<file path="config.mk">
export PLATFORM = sky130hd
export DESIGN_NAME = sm83_alu_with_flags_unit_flat
export DESIGN_NICKNAME = d
export VERILOG_FILES = /design/src/rtl/core/sm83alu_pkg.sv /design/src/rtl/core/sm83alu_if.sv /design/src/rtl/core/sm83alu_in_reg.sv /design/src/rtl/core/sm83alu_exec.sv /design/src/rtl/core/sm83alu_out_reg.sv /design/src/rtl/core/sm83_alu_with_flags_unit.sv /design/src/flat_wrapper.sv
export VERILOG_INCLUDE_DIRS = /design/src /design/src/rtl/core
export SDC_FILE = /design/constraint.sdc
export NUM_CORES = 1
export LEC_CHECK = 0
export ABC_CLOCK_PERIOD_IN_PS = 12810
export BUFFER_PORTS_ARGS = -buffer_cell sky130_fd_sc_hd__buf_4
export CORE_MARGIN = 3
export CORE_UTILIZATION = 50
export CTS_CLUSTER_DIAMETER = 50
export DETAILED_ROUTE_END_ITERATION = 16
export PLACE_DENSITY = 0.69
export RECOVER_POWER = 25
export SYNTH_ARGS = -nofsm -noshare
export SYNTH_HDL_FRONTEND = slang
export SYNTH_SLANG_ARGS = --single-unit
</file>
<file path="constraint.sdc">
create_clock -name clk -period 12.81 [get_ports clk]
set_input_delay 2.562 -clock clk [delete_from_list [all_inputs] [get_ports clk]]
set_output_delay 2.562 -clock clk [all_outputs]
set_load 0.1 [all_outputs]
</file>
<file path="src/rtl/core/sm83_alu_with_flags_unit_defines.svh">
// Assertion macros for the SM83 ALU unit.
// Both expect clk and arst_n in scope at the point of use.
`ifndef SM83_ALU_WITH_FLAGS_UNIT_DEFINES_SVH
`define SM83_ALU_WITH_FLAGS_UNIT_DEFINES_SVH

// Same-cycle implication, checked outside reset.
`define SM83ALU_ASSERT(lbl, ante, cons, msg) \
	lbl: assert property (@(posedge clk) disable iff (!arst_n) (ante) |-> (cons)) \
		else $error(msg);

// Next-cycle implication, checked outside reset.
`define SM83ALU_ASSERT_NEXT(lbl, ante, cons, msg) \
	lbl: assert property (@(posedge clk) disable iff (!arst_n) (ante) |=> (cons)) \
		else $error(msg);

`endif

</file>
<file path="src/rtl/core/sm83alu_pkg.sv">
package sm83alu_pkg;

	typedef enum logic [5:0] {
		FN_ADD    = 6'd0,
		FN_ADC    = 6'd1,
		FN_SUB    = 6'd2,
		FN_SBC    = 6'd3,
		FN_AND    = 6'd4,
		FN_XOR    = 6'd5,
		FN_OR     = 6'd6,
		FN_CP     = 6'd7,
		FN_INC    = 6'd8,
		FN_DEC    = 6'd9,
		FN_RLCA   = 6'd10,
		FN_RRCA   = 6'd11,
		FN_RLA    = 6'd12,
		FN_RRA    = 6'd13,
		FN_DAA    = 6'd14,
		FN_CPL    = 6'd15,
		FN_SCF    = 6'd16,
		FN_CCF    = 6'd17,
		FN_RLC    = 6'd18,
		FN_RRC    = 6'd19,
		FN_RL     = 6'd20,
		FN_RR     = 6'd21,
		FN_SLA    = 6'd22,
		FN_SRA    = 6'd23,
		FN_SWAP   = 6'd24,
		FN_SRL    = 6'd25,
		FN_BIT    = 6'd26,
		FN_RES    = 6'd27,
		FN_SET    = 6'd28,
		FN_ADD16  = 6'd29,
		FN_ADDSP  = 6'd30,
		FN_INC16  = 6'd31,
		FN_DEC16  = 6'd32
	} func_t;

	localparam logic [3:0] DAA_LO_LIMIT = 4'h9;
	localparam logic [7:0] DAA_HI_LIMIT = 8'h99;
	localparam logic [7:0] DAA_ADJ_LO   = 8'h06;
	localparam logic [7:0] DAA_ADJ_HI   = 8'h60;

	typedef struct packed {
		logic [5:0]  func;
		logic [15:0] operand_a;
		logic [15:0] operand_b;
		logic [2:0]  bit_index;
		logic        zero_in;
		logic        subtract_in;
		logic        half_carry_in;
		logic        carry_in;
	} in_word_t;

	typedef struct packed {
		logic [15:0] result;
		logic        write_result;
		logic        zero_out;
		logic        subtract_out;
		logic        half_carry_out;
		logic        carry_out;
	} out_word_t;

endpackage

</file>
<file path="src/rtl/core/sm83alu_if.sv">
interface sm83alu_in_if ();
	import sm83alu_pkg::*;

	logic     valid;
	logic     ready;
	in_word_t data;

	modport source (output valid, output data, input ready);
	modport sink (input valid, input data, output ready);
endinterface

interface sm83alu_out_if ();
	import sm83alu_pkg::*;

	logic      valid;
	logic      ready;
	out_word_t data;

	modport source (output valid, output data, input ready);
	modport sink (input valid, input data, output ready);
endinterface

</file>
<file path="src/rtl/core/sm83alu_in_reg.sv">
module sm83alu_in_reg (
	input  logic                  clk,
	input  logic                  arst_n,
	input  logic                  up_valid,
	output logic                  up_ready,
	input  sm83alu_pkg::in_word_t up_data,
	output logic                  valid_s1,
	input  logic                  dn_ready,
	output sm83alu_pkg::in_word_t data_s1
);
	import sm83alu_pkg::*;

	logic load;

	// Take a new word whenever the stage is empty or drains this cycle.
	assign up_ready = !valid_s1 || dn_ready;
	assign load     = up_valid && up_ready;

	always_ff @(posedge clk or negedge arst_n) begin
		if (!arst_n) begin
			valid_s1 <= 1'b0;
		end else if (up_ready) begin
			valid_s1 <= up_valid;
		end
	end

	always_ff @(posedge clk) begin
		if (load) begin
			data_s1 <= up_data;
		end
	end
endmodule

</file>
<file path="src/rtl/core/sm83alu_exec.sv">
module sm83alu_exec (
	input  sm83alu_pkg::in_word_t  op,
	output sm83alu_pkg::out_word_t res
);
	import sm83alu_pkg::*;

	logic [7:0]  a;
	logic [7:0]  b;
	logic [15:0] wa;
	logic [15:0] wb;
	logic        cin;
	logic [8:0]  sum9;
	logic [4:0]  nib_sum;
	logic [8:0]  dif9;
	logic [4:0]  nib_dif;
	logic [16:0] sum17;
	logic [12:0] sum13;
	logic [7:0]  daa_adj;
	logic [7:0]  daa_r;
	logic        daa_c;
	logic [7:0]  r8;
	logic        c8;
	logic [7:0]  bit_mask;

	assign a  = op.operand_a[7:0];
	assign b  = op.operand_b[7:0];
	assign wa = op.operand_a;
	assign wb = op.operand_b;

	// ADC and SBC fold in carry; the plain forms and CP use zero.
	assign cin = (func_t'(op.func) == FN_ADC || func_t'(op.func) == FN_SBC) ? op.carry_in : 1'b0;

	assign sum9    = {1'b0, a} + {1'b0, b} + {8'd0, cin};
	assign nib_sum = {1'b0, a[3:0]} + {1'b0, b[3:0]} + {4'd0, cin};
	assign dif9    = {1'b0, a} - {1'b0, b} - {8'd0, cin};
	assign nib_dif = {1'b0, a[3:0]} - {1'b0, b[3:0]} - {4'd0, cin};
	assign sum17   = {1'b0, wa} + {1'b0, wb};
	assign sum13   = {1'b0, wa[11:0]} + {1'b0, wb[11:0]};
	assign bit_mask = 8'd1 << op.bit_index;

	// DAA picks its adjustment from N, H, C and the original accumulator.
	always_comb begin
		daa_adj = 8'd0;
		daa_c   = op.carry_in;
		if (op.subtract_in) begin
			if (op.half_carry_in) daa_adj = daa_adj | DAA_ADJ_LO;
			if (op.carry_in) daa_adj = daa_adj | DAA_ADJ_HI;
			daa_r = a - daa_adj;
		end else begin
			if (op.half_carry_in || a[3:0] > DAA_LO_LIMIT) daa_adj = daa_adj | DAA_ADJ_LO;
			if (op.carry_in || a > DAA_HI_LIMIT) begin
				daa_adj = daa_adj | DAA_ADJ_HI;
				daa_c   = 1'b1;
			end
			daa_r = a + daa_adj;
		end
	end

	// CB shifts and rotates share the zero and carry rules.
	always_comb begin
		case (func_t'(op.func))
			FN_RLC:  begin r8 = {a[6:0], a[7]};          c8 = a[7]; end
			FN_RRC:  begin r8 = {a[0], a[7:1]};          c8 = a[0]; end
			FN_RL:   begin r8 = {a[6:0], op.carry_in};   c8 = a[7]; end
			FN_RR:   begin r8 = {op.carry_in, a[7:1]};   c8 = a[0]; end
			FN_SLA:  begin r8 = {a[6:0], 1'b0};          c8 = a[7]; end
			FN_SRA:  begin r8 = {a[7], a[7:1]};          c8 = a[0]; end
			FN_SRL:  begin r8 = {1'b0, a[7:1]};          c8 = a[0]; end
			default: begin r8 = {a[3:0], a[7:4]};        c8 = 1'b0; end
		endcase
	end

	always_comb begin
		res.result         = 16'd0;
		res.write_result   = 1'b1;
		res.zero_out       = op.zero_in;
		res.subtract_out   = op.subtract_in;
		res.half_carry_out = op.half_carry_in;
		res.carry_out      = op.carry_in;
		case (func_t'(op.func))
			FN_ADD, FN_ADC: begin
				res.result         = {8'd0, sum9[7:0]};
				res.zero_out       = (sum9[7:0] == 8'd0);
				res.subtract_out   = 1'b0;
				res.half_carry_out = nib_sum[4];
				res.carry_out      = sum9[8];
			end
			FN_SUB, FN_SBC, FN_CP: begin
				res.result         = {8'd0, dif9[7:0]};
				res.zero_out       = (dif9[7:0] == 8'd0);
				res.subtract_out   = 1'b1;
				res.half_carry_out = nib_dif[4];
				res.carry_out      = dif9[8];
				if (func_t'(op.func) == FN_CP) begin
					res.result       = 16'd0;
					res.write_result = 1'b0;
				end
			end
			FN_AND: begin
				res.result         = {8'd0, a & b};
				res.zero_out       = ((a & b) == 8'd0);
				res.subtract_out   = 1'b0;
				res.half_carry_out = 1'b1;
				res.carry_out      = 1'b0;
			end
			FN_XOR: begin
				res.result         = {8'd0, a ^ b};
				res.zero_out       = ((a ^ b) == 8'd0);
				res.subtract_out   = 1'b0;
				res.half_carry_out = 1'b0;
				res.carry_out      = 1'b0;
			end
			FN_OR: begin
				res.result         = {8'd0, a | b};
				res.zero_out       = ((a | b) == 8'd0);
				res.subtract_out   = 1'b0;
				res.half_carry_out = 1'b0;
				res.carry_out      = 1'b0;
			end
			FN_INC: begin
				res.result         = {8'd0, a + 8'd1};
				res.zero_out       = (a == 8'hFF);
				res.subtract_out   = 1'b0;
				res.half_carry_out = (a[3:0] == 4'hF);
			end
			FN_DEC: begin
				res.result         = {8'd0, a - 8'd1};
				res.zero_out       = (a == 8'd1);
				res.subtract_out   = 1'b1;
				res.half_carry_out = (a[3:0] == 4'h0);
			end
			FN_RLCA, FN_RLA: begin
				res.result         = {8'd0, a[6:0],
					(func_t'(op.func) == FN_RLCA) ? a[7] : op.carry_in};
				res.zero_out       = 1'b0;
				res.subtract_out   = 1'b0;
				res.half_carry_out = 1'b0;
				res.carry_out      = a[7];
			end
			FN_RRCA, FN_RRA: begin
				res.result         = {8'd0,
					(func_t'(op.func) == FN_RRCA) ? a[0] : op.carry_in, a[7:1]};
				res.zero_out       = 1'b0;
				res.subtract_out   = 1'b0;
				res.half_carry_out = 1'b0;
				res.carry_out      = a[0];
			end
			FN_DAA: begin
				res.result         = {8'd0, daa_r};
				res.zero_out       = (daa_r == 8'd0);
				res.half_carry_out = 1'b0;
				res.carry_out      = daa_c;
			end
			FN_CPL: begin
				res.result         = {8'd0, ~a};
				res.subtract_out   = 1'b1;
				res.half_carry_out = 1'b1;
			end
			FN_SCF: begin
				res.write_result   = 1'b0;
				res.subtract_out   = 1'b0;
				res.half_carry_out = 1'b0;
				res.carry_out      = 1'b1;
			end
			FN_CCF: begin
				res.write_result   = 1'b0;
				res.subtract_out   = 1'b0;
				res.half_carry_out = 1'b0;
				res.carry_out      = !op.carry_in;
			end
			FN_RLC, FN_RRC, FN_RL, FN_RR, FN_SLA, FN_SRA, FN_SWAP, FN_SRL: begin
				res.result         = {8'd0, r8};
				res.zero_out       = (r8 == 8'd0);
				res.subtract_out   = 1'b0;
				res.half_carry_out = 1'b0;
				res.carry_out      = c8;
			end
			FN_BIT: begin
				res.write_result   = 1'b0;
				res.zero_out       = !a[op.bit_index];
				res.subtract_out   = 1'b0;
				res.half_carry_out = 1'b1;
			end
			FN_RES: begin
				res.result = {8'd0, a & ~bit_mask};
			end
			FN_SET: begin
				res.result = {8'd0, a | bit_mask};
			end
			FN_ADD16: begin
				res.result         = sum17[15:0];
				res.subtract_out   = 1'b0;
				res.half_carry_out = sum13[12];
				res.carry_out      = sum17[16];
			end
			FN_ADDSP: begin
				// H and C come from the unsigned low-byte add; the offset is signed.
				res.result         = wa + {{8{b[7]}}, b};
				res.zero_out       = 1'b0;
				res.subtract_out   = 1'b0;
				res.half_carry_out = nib_sum[4];
				res.carry_out      = sum9[8];
			end
			FN_INC16: begin
				res.result = wa + 16'd1;
			end
			FN_DEC16: begin
				res.result = wa - 16'd1;
			end
			default: begin
				res.write_result = 1'b0;
			end
		endcase
	end
endmodule

</file>
<file path="src/rtl/core/sm83alu_out_reg.sv">
module sm83alu_out_reg (
	input  logic                   clk,
	input  logic                   arst_n,
	input  logic                   up_valid,
	output logic                   up_ready,
	input  sm83alu_pkg::out_word_t up_data,
	output logic                   valid_s2,
	input  logic                   dn_ready,
	output sm83alu_pkg::out_word_t data_s2
);
	import sm83alu_pkg::*;

	logic load;

	// Hold the result while the sink stalls; refill as it drains.
	assign up_ready = !valid_s2 || dn_ready;
	assign load     = up_valid && up_ready;

	always_ff @(posedge clk or negedge arst_n) begin
		if (!arst_n) begin
			valid_s2 <= 1'b0;
		end else if (up_ready) begin
			valid_s2 <= up_valid;
		end
	end

	always_ff @(posedge clk) begin
		if (load) begin
			data_s2 <= up_data;
		end
	end
endmodule

</file>
<file path="src/rtl/core/sm83_alu_with_flags_unit.sv">
// Channel   Modport  Word        Notes
// alu_in    sink     in_word_t   operation, operands, bit index, flags in
// alu_out   source   out_word_t  result, write enable, flags out
//
// A word passes from input accept to result valid through one input register
// and one result register, with the ALU logic between them.
// Throughput is one word per clock while alu_out is ready.
// arst_n clears both valid bits; payload registers are not reset.
// A stall on alu_out backs up through the result and input registers, so
// alu_in stays ready until both hold a word.
module sm83_alu_with_flags_unit (
	input  logic               clk,
	input  logic               arst_n,
	sm83alu_in_if.sink         alu_in,
	sm83alu_out_if.source      alu_out
);
	import sm83alu_pkg::*;
	`include "sm83_alu_with_flags_unit_defines.svh"

	logic      valid_s1;
	logic      ready_s2;
	in_word_t  data_s1;
	out_word_t exec_res;
	out_word_t data_s2;
	logic      valid_s2;

	sm83alu_in_reg u_in_reg (
		.clk      (clk),
		.arst_n   (arst_n),
		.up_valid (alu_in.valid),
		.up_ready (alu_in.ready),
		.up_data  (alu_in.data),
		.valid_s1 (valid_s1),
		.dn_ready (ready_s2),
		.data_s1  (data_s1)
	);

	sm83alu_exec u_exec (
		.op  (data_s1),
		.res (exec_res)
	);

	sm83alu_out_reg u_out_reg (
		.clk      (clk),
		.arst_n   (arst_n),
		.up_valid (valid_s1),
		.up_ready (ready_s2),
		.up_data  (exec_res),
		.valid_s2 (valid_s2),
		.dn_ready (alu_out.ready),
		.data_s2  (data_s2)
	);

	assign alu_out.valid = valid_s2;
	assign alu_out.data  = data_s2;

	`SM83ALU_ASSERT(a_stall_only_full, alu_in.valid && !alu_in.ready,
		valid_s1 && valid_s2, "input stalled with a pipeline slot free")
	`SM83ALU_ASSERT_NEXT(a_accept_fills_s1, alu_in.valid && alu_in.ready,
		valid_s1, "accepted word lost in input stage")
	`SM83ALU_ASSERT_NEXT(a_s1_to_s2, valid_s1 && ready_s2,
		valid_s2 && data_s2 == $past(exec_res), "result not captured from input stage")
	`SM83ALU_ASSERT_NEXT(a_drain_empties, alu_out.valid && alu_out.ready && !valid_s1,
		!alu_out.valid, "result repeated after drain")
endmodule
</file>
<file path="src/flat_wrapper.sv">
// flat-port wrapper written by rule: the top's interface ports become plain ports
module sm83_alu_with_flags_unit_flat import sm83alu_pkg::*;
  (clk, arst_n, alu_in_valid, alu_in_data, alu_in_ready, alu_out_valid, alu_out_data, alu_out_ready);
  sm83alu_in_if alu_in_i ();
  sm83alu_out_if alu_out_i ();
  input  logic clk;
  input  logic arst_n;
  input wire logic [$bits(alu_in_i.valid)-1:0] alu_in_valid;
  input wire logic [$bits(alu_in_i.data)-1:0] alu_in_data;
  output wire logic [$bits(alu_in_i.ready)-1:0] alu_in_ready;
  output wire logic [$bits(alu_out_i.valid)-1:0] alu_out_valid;
  output wire logic [$bits(alu_out_i.data)-1:0] alu_out_data;
  input wire logic [$bits(alu_out_i.ready)-1:0] alu_out_ready;
  assign alu_in_i.valid = alu_in_valid;
  assign alu_in_i.data = alu_in_data;
  assign alu_in_ready = alu_in_i.ready;
  assign alu_out_valid = alu_out_i.valid;
  assign alu_out_data = alu_out_i.data;
  assign alu_out_i.ready = alu_out_ready;
  sm83_alu_with_flags_unit u_core (.clk(clk), .arst_n(arst_n), .alu_in(alu_in_i), .alu_out(alu_out_i));
endmodule
</file>
==> key figures <==
Status
  – Outcome: completed

CTS
  – Register clock-pin slew on the reported worst setup and hold paths: ~0.06 ns
  – Max H-tree Level: 3
  – TritonCTS Buffers: 9
  – # hold bufs at CTS: 0
  – CTS Sinks: 68
  – Clock Path Buffers: 2
  – Setup Buffers After CTS: 0
  – Root Driver: clkbuf_16
  – Clk_lat worst skew: ~0.37 ns
  – Post-cts resize count: 0
  – TritonCTS clock tree: yes

STA
  – Fin. Hold Viols: 0
  – Setup Viol. Count Final: 0
  – Final hold slack: slightly below 0.5 ns
  – Setup WS post-layout: a little over 7 ns
  – RSZ-0062 raised after global routing: no
  – Slew Limit Headroom: 0.129
  – Tightest Pin Transition: around 1.3 ns
  – Fmax: ~180 MHz
  – Clock skew: around 0.020 ns
  – Max-slew violation count: 0
  – Tmin final: approximately 5.7 ns
  – Tcrit/Tclk final: 0.442
  – Setup TNS: 0 ns

Logic synthesis
  – Syn avg cell area: 8.76 um2
  – Share of synthesized registers carrying an async set or reset: 0.0294
  – Count leader, synth: ha_1
  – Top cell type's share of synthesized area: 0.277
  – Warnings, synthesis: 0
  – Post-synthesis sequential area ratio: 0.284
  – Largest family of logic cells by synthesized area: compound AO/OA/AOI/OAI gates
  – Largest cells by area after synthesis: edfxtp_1 28%, ha_1 12%, o21ai_0 3.8%
  – Syn Inst Count: between 800 and 900
  – Post-synthesis simple-gate area fraction: 0.200
  – Cell variety after synth: 87
  – Yosys top cell by area: edfxtp_1
  – Synth Cell Area: roughly 7000 um2
  – Post-synthesis compound-gate area fraction: 0.255
  – Synth cell count leaders: 68 x ha_1, 66 x edfxtp_1, 60 x nand2_1
  – Post-synthesis xor/xnor area fraction: 0.0550
  – Top_reg_cell synth: edfxtp_1
  – Post-Synth Adder-Cell Area: 0.136
  – Number of flops mapped to enable cells by yosys: 66
  – Mapped Nets: between 900 and 1000
  – Seq cells post-synth: between 60 and 70
  – Mux contribution to synthesized area: 0.0191

Place
  – Placed Cells: between 1000 and 1500
  – Place WS: around 7 ns
  – Port buffer count: between 70 and 80
  – Placer Congestion: 1.00
  – Placed Area: about 7700 um2
  – Final HPWL DP: approximately 20000 um

Power and ir drop
  – Net load switching power: between 300 and 400 uW
  – Internal Power: around 550 uW
  – Clock Power Share: 0.317
  – LEAKAGE: ~3.2 nW
  – Total Power: 897 uW
  – Sequential Power Share: 0.323
  – Max VDD drop: roughly 0.000064 V
  – Combinational Power Share: 0.360
  – Switching share of power: 0.387
  – PD cells: ~110 nW/um2

Route
  – WL final: between 20000 and 30000 um
  – DR WL/cell: about 26 um
  – DRT Pass-1 Iters: 6
  – Residual DRC: 0
  – Vias per cell: 6.94
  – Initial drt markers: 1052
  – Vias: a little over 7000
  – Post-route antenna net violation count: 0

Global routing
  – GR Util All Layers: 0.330
  – Initial antenna violation count: 0
  – First-pass GRT wire length: 40200 um
  – GR Overflow Total: 0
  – Largest net degree at the start of global routing: 46
  – Number of global-route vias before repair: 6924

Critical path
  – Worst setup EP type: output port
  – Top delay family on crit path: buffers and inverters
  – Worst path cell trace: buf_4, nand3b_1, buf_4
  – Max incr delay on CP: ~0.25 ns
  – Crit Path Max Fanout: 3
  – Worst path bufs/invs: 2
  – Critical Path RT: around 10 ns
  – CP max-delay cell: buf_4
  – CP arrival: around 3.1 ns
  – Critical path launch point type: input pin
  – CP most frequent cell: buf_4
  – WS Path Type: input pin to output port

Cells and area
  – Final nets: approximately 1000
  – Layout area overhead: 12.9%
  – Finished Cell Area: ~8100 um2
  – Layout cell share with drive strength beyond 1: 0.133
  – Layout Cells excl Fill: between 1000 and 1500
  – Final Core Density: 0.579

Floorplan
  – Die width: ~130 um
  – Num ports: 72
  – Initial Util: 0.513
  – Core area: 13900 um2
  – # rows: 43
  – Die Ht: roughly 130 um
  – Die area: ~16000 um2

Run
  – Max-Cap Viols: 0

Min path
  – Min-delay worst type: flop to flop
-- sequential cells by signal (all words and copies together), names as in the netlist --
register and cells:
u_core.u_out_reg.data_s2 21, u_core.u_out_reg.valid_s2 1, u_core.u_in_reg.data_s1 45, u_core.u_in_reg.valid_s1 1
-- worst reg2reg max path: cells and delay by family, from the launching register on --
kind | cells | cell delay (ns)
multiplexers | 1 | 0.16
AND/OR/NAND/NOR | 3 | 0.82
flip-flops | 1 | 0.99
AO/OA/AOI/OAI | 5 | 1.21
buffers and inverters | 1 | 0.57
adder cells (fa/ha/maj) | 3 | 0.99
-- power groups by stage --
stage	sequential (mW)	clock, mW	combinational [mW]
after floorplan	0.328	0	0.191
after global placement	0.293	0	0.308
after detailed placement	0.293	0	0.314
after CTS	0.289	0.287	0.316
after global routing	0.292	0.296	0.344
final	0.290	0.284	0.323
-- cell type report --
class	count	area [um2]
Antenna cell	1	2.50
Clock inverter	7	98.8
Inverter	36	135
Tap cell	180	225
Sequential cell	68	2030
Fill cell	1252	5860
Clock buffer	9	225
Multi-Input combinational cell	660	4750
Timing Repair Buffer	80	597
-- kinds of logic after synthesis --
family | Yosys count
flip-flops | 68
multiplexers | 11
buffers and inverters | 88
AO/OA/AOI/OAI | 264
XOR/XNOR | 44
AND/OR/NAND/NOR | 267
adder cells (fa/ha/maj) | 74
-- cell usage in the layout, fill, tap and decap left out, types with 8 or more instances in the layout --
master,netlist,routed
a21oi_1,49,49
inv_1,35,35
nand2b_1,10,10
nor2b_1,9,9
nand3_1,19,19
and3_1,14,14
a221oi_1,11,11
ha_1,68,68
a22oi_1,8,8
xnor2_1,28,28
clkbuf_16,0,9
o211ai_1,8,8
o22ai_1,13,13
nor2_1,56,56
and2_1,9,8
edfxtp_1,66,66
mux2i_1,8,8
nand2_1,60,60
buf_4,2,43
xor2_1,15,15
nor4_1,10,10
o21ai_0,54,54
a222oi_1,9,9
a21o_1,11,11
o21a_1,15,15
clkbuf_4,0,36
nor3_1,21,21
nand4_1,16,16
-- final timing paths --
kind | endpoint | from | slack, ns | depth (start not counted)
max | alu_in_ready | alu_out_ready | 7.15 | 3
min | u_core.u_out_reg.valid_s2$_DFFE_PN0P_ | u_core.u_in_reg.valid_s1$_DFFE_PN0N_ | 0.49 | 1
max reg2reg | u_core.u_out_reg.data_s2[3]$_DFFE_PP_ | u_core.u_in_reg.data_s1[24]$_DFFE_PP_ | 7.90 | 13
min reg2reg | u_core.u_out_reg.valid_s2$_DFFE_PN0P_ | u_core.u_in_reg.valid_s1$_DFFE_PN0N_ | 0.49 | 1
max in group asynchronous | u_core.u_in_reg.valid_s1$_DFFE_PN0N_ | arst_n | 10.71 | 1
min in group asynchronous | u_core.u_out_reg.valid_s2$_DFFE_PN0P_ | arst_n | 1.98 | 1
-- per-layer routing --
metal,GRT usage,share of wire,up-vias
met4,0.131,0.041,0
met5,0,0,-
li1,-,-,3214
met2,0.529,0.45,441
met3,0.0624,0.096,77
met1,0.441,0.41,3496
Note: power is estimated with default switching activity, not from simulation.
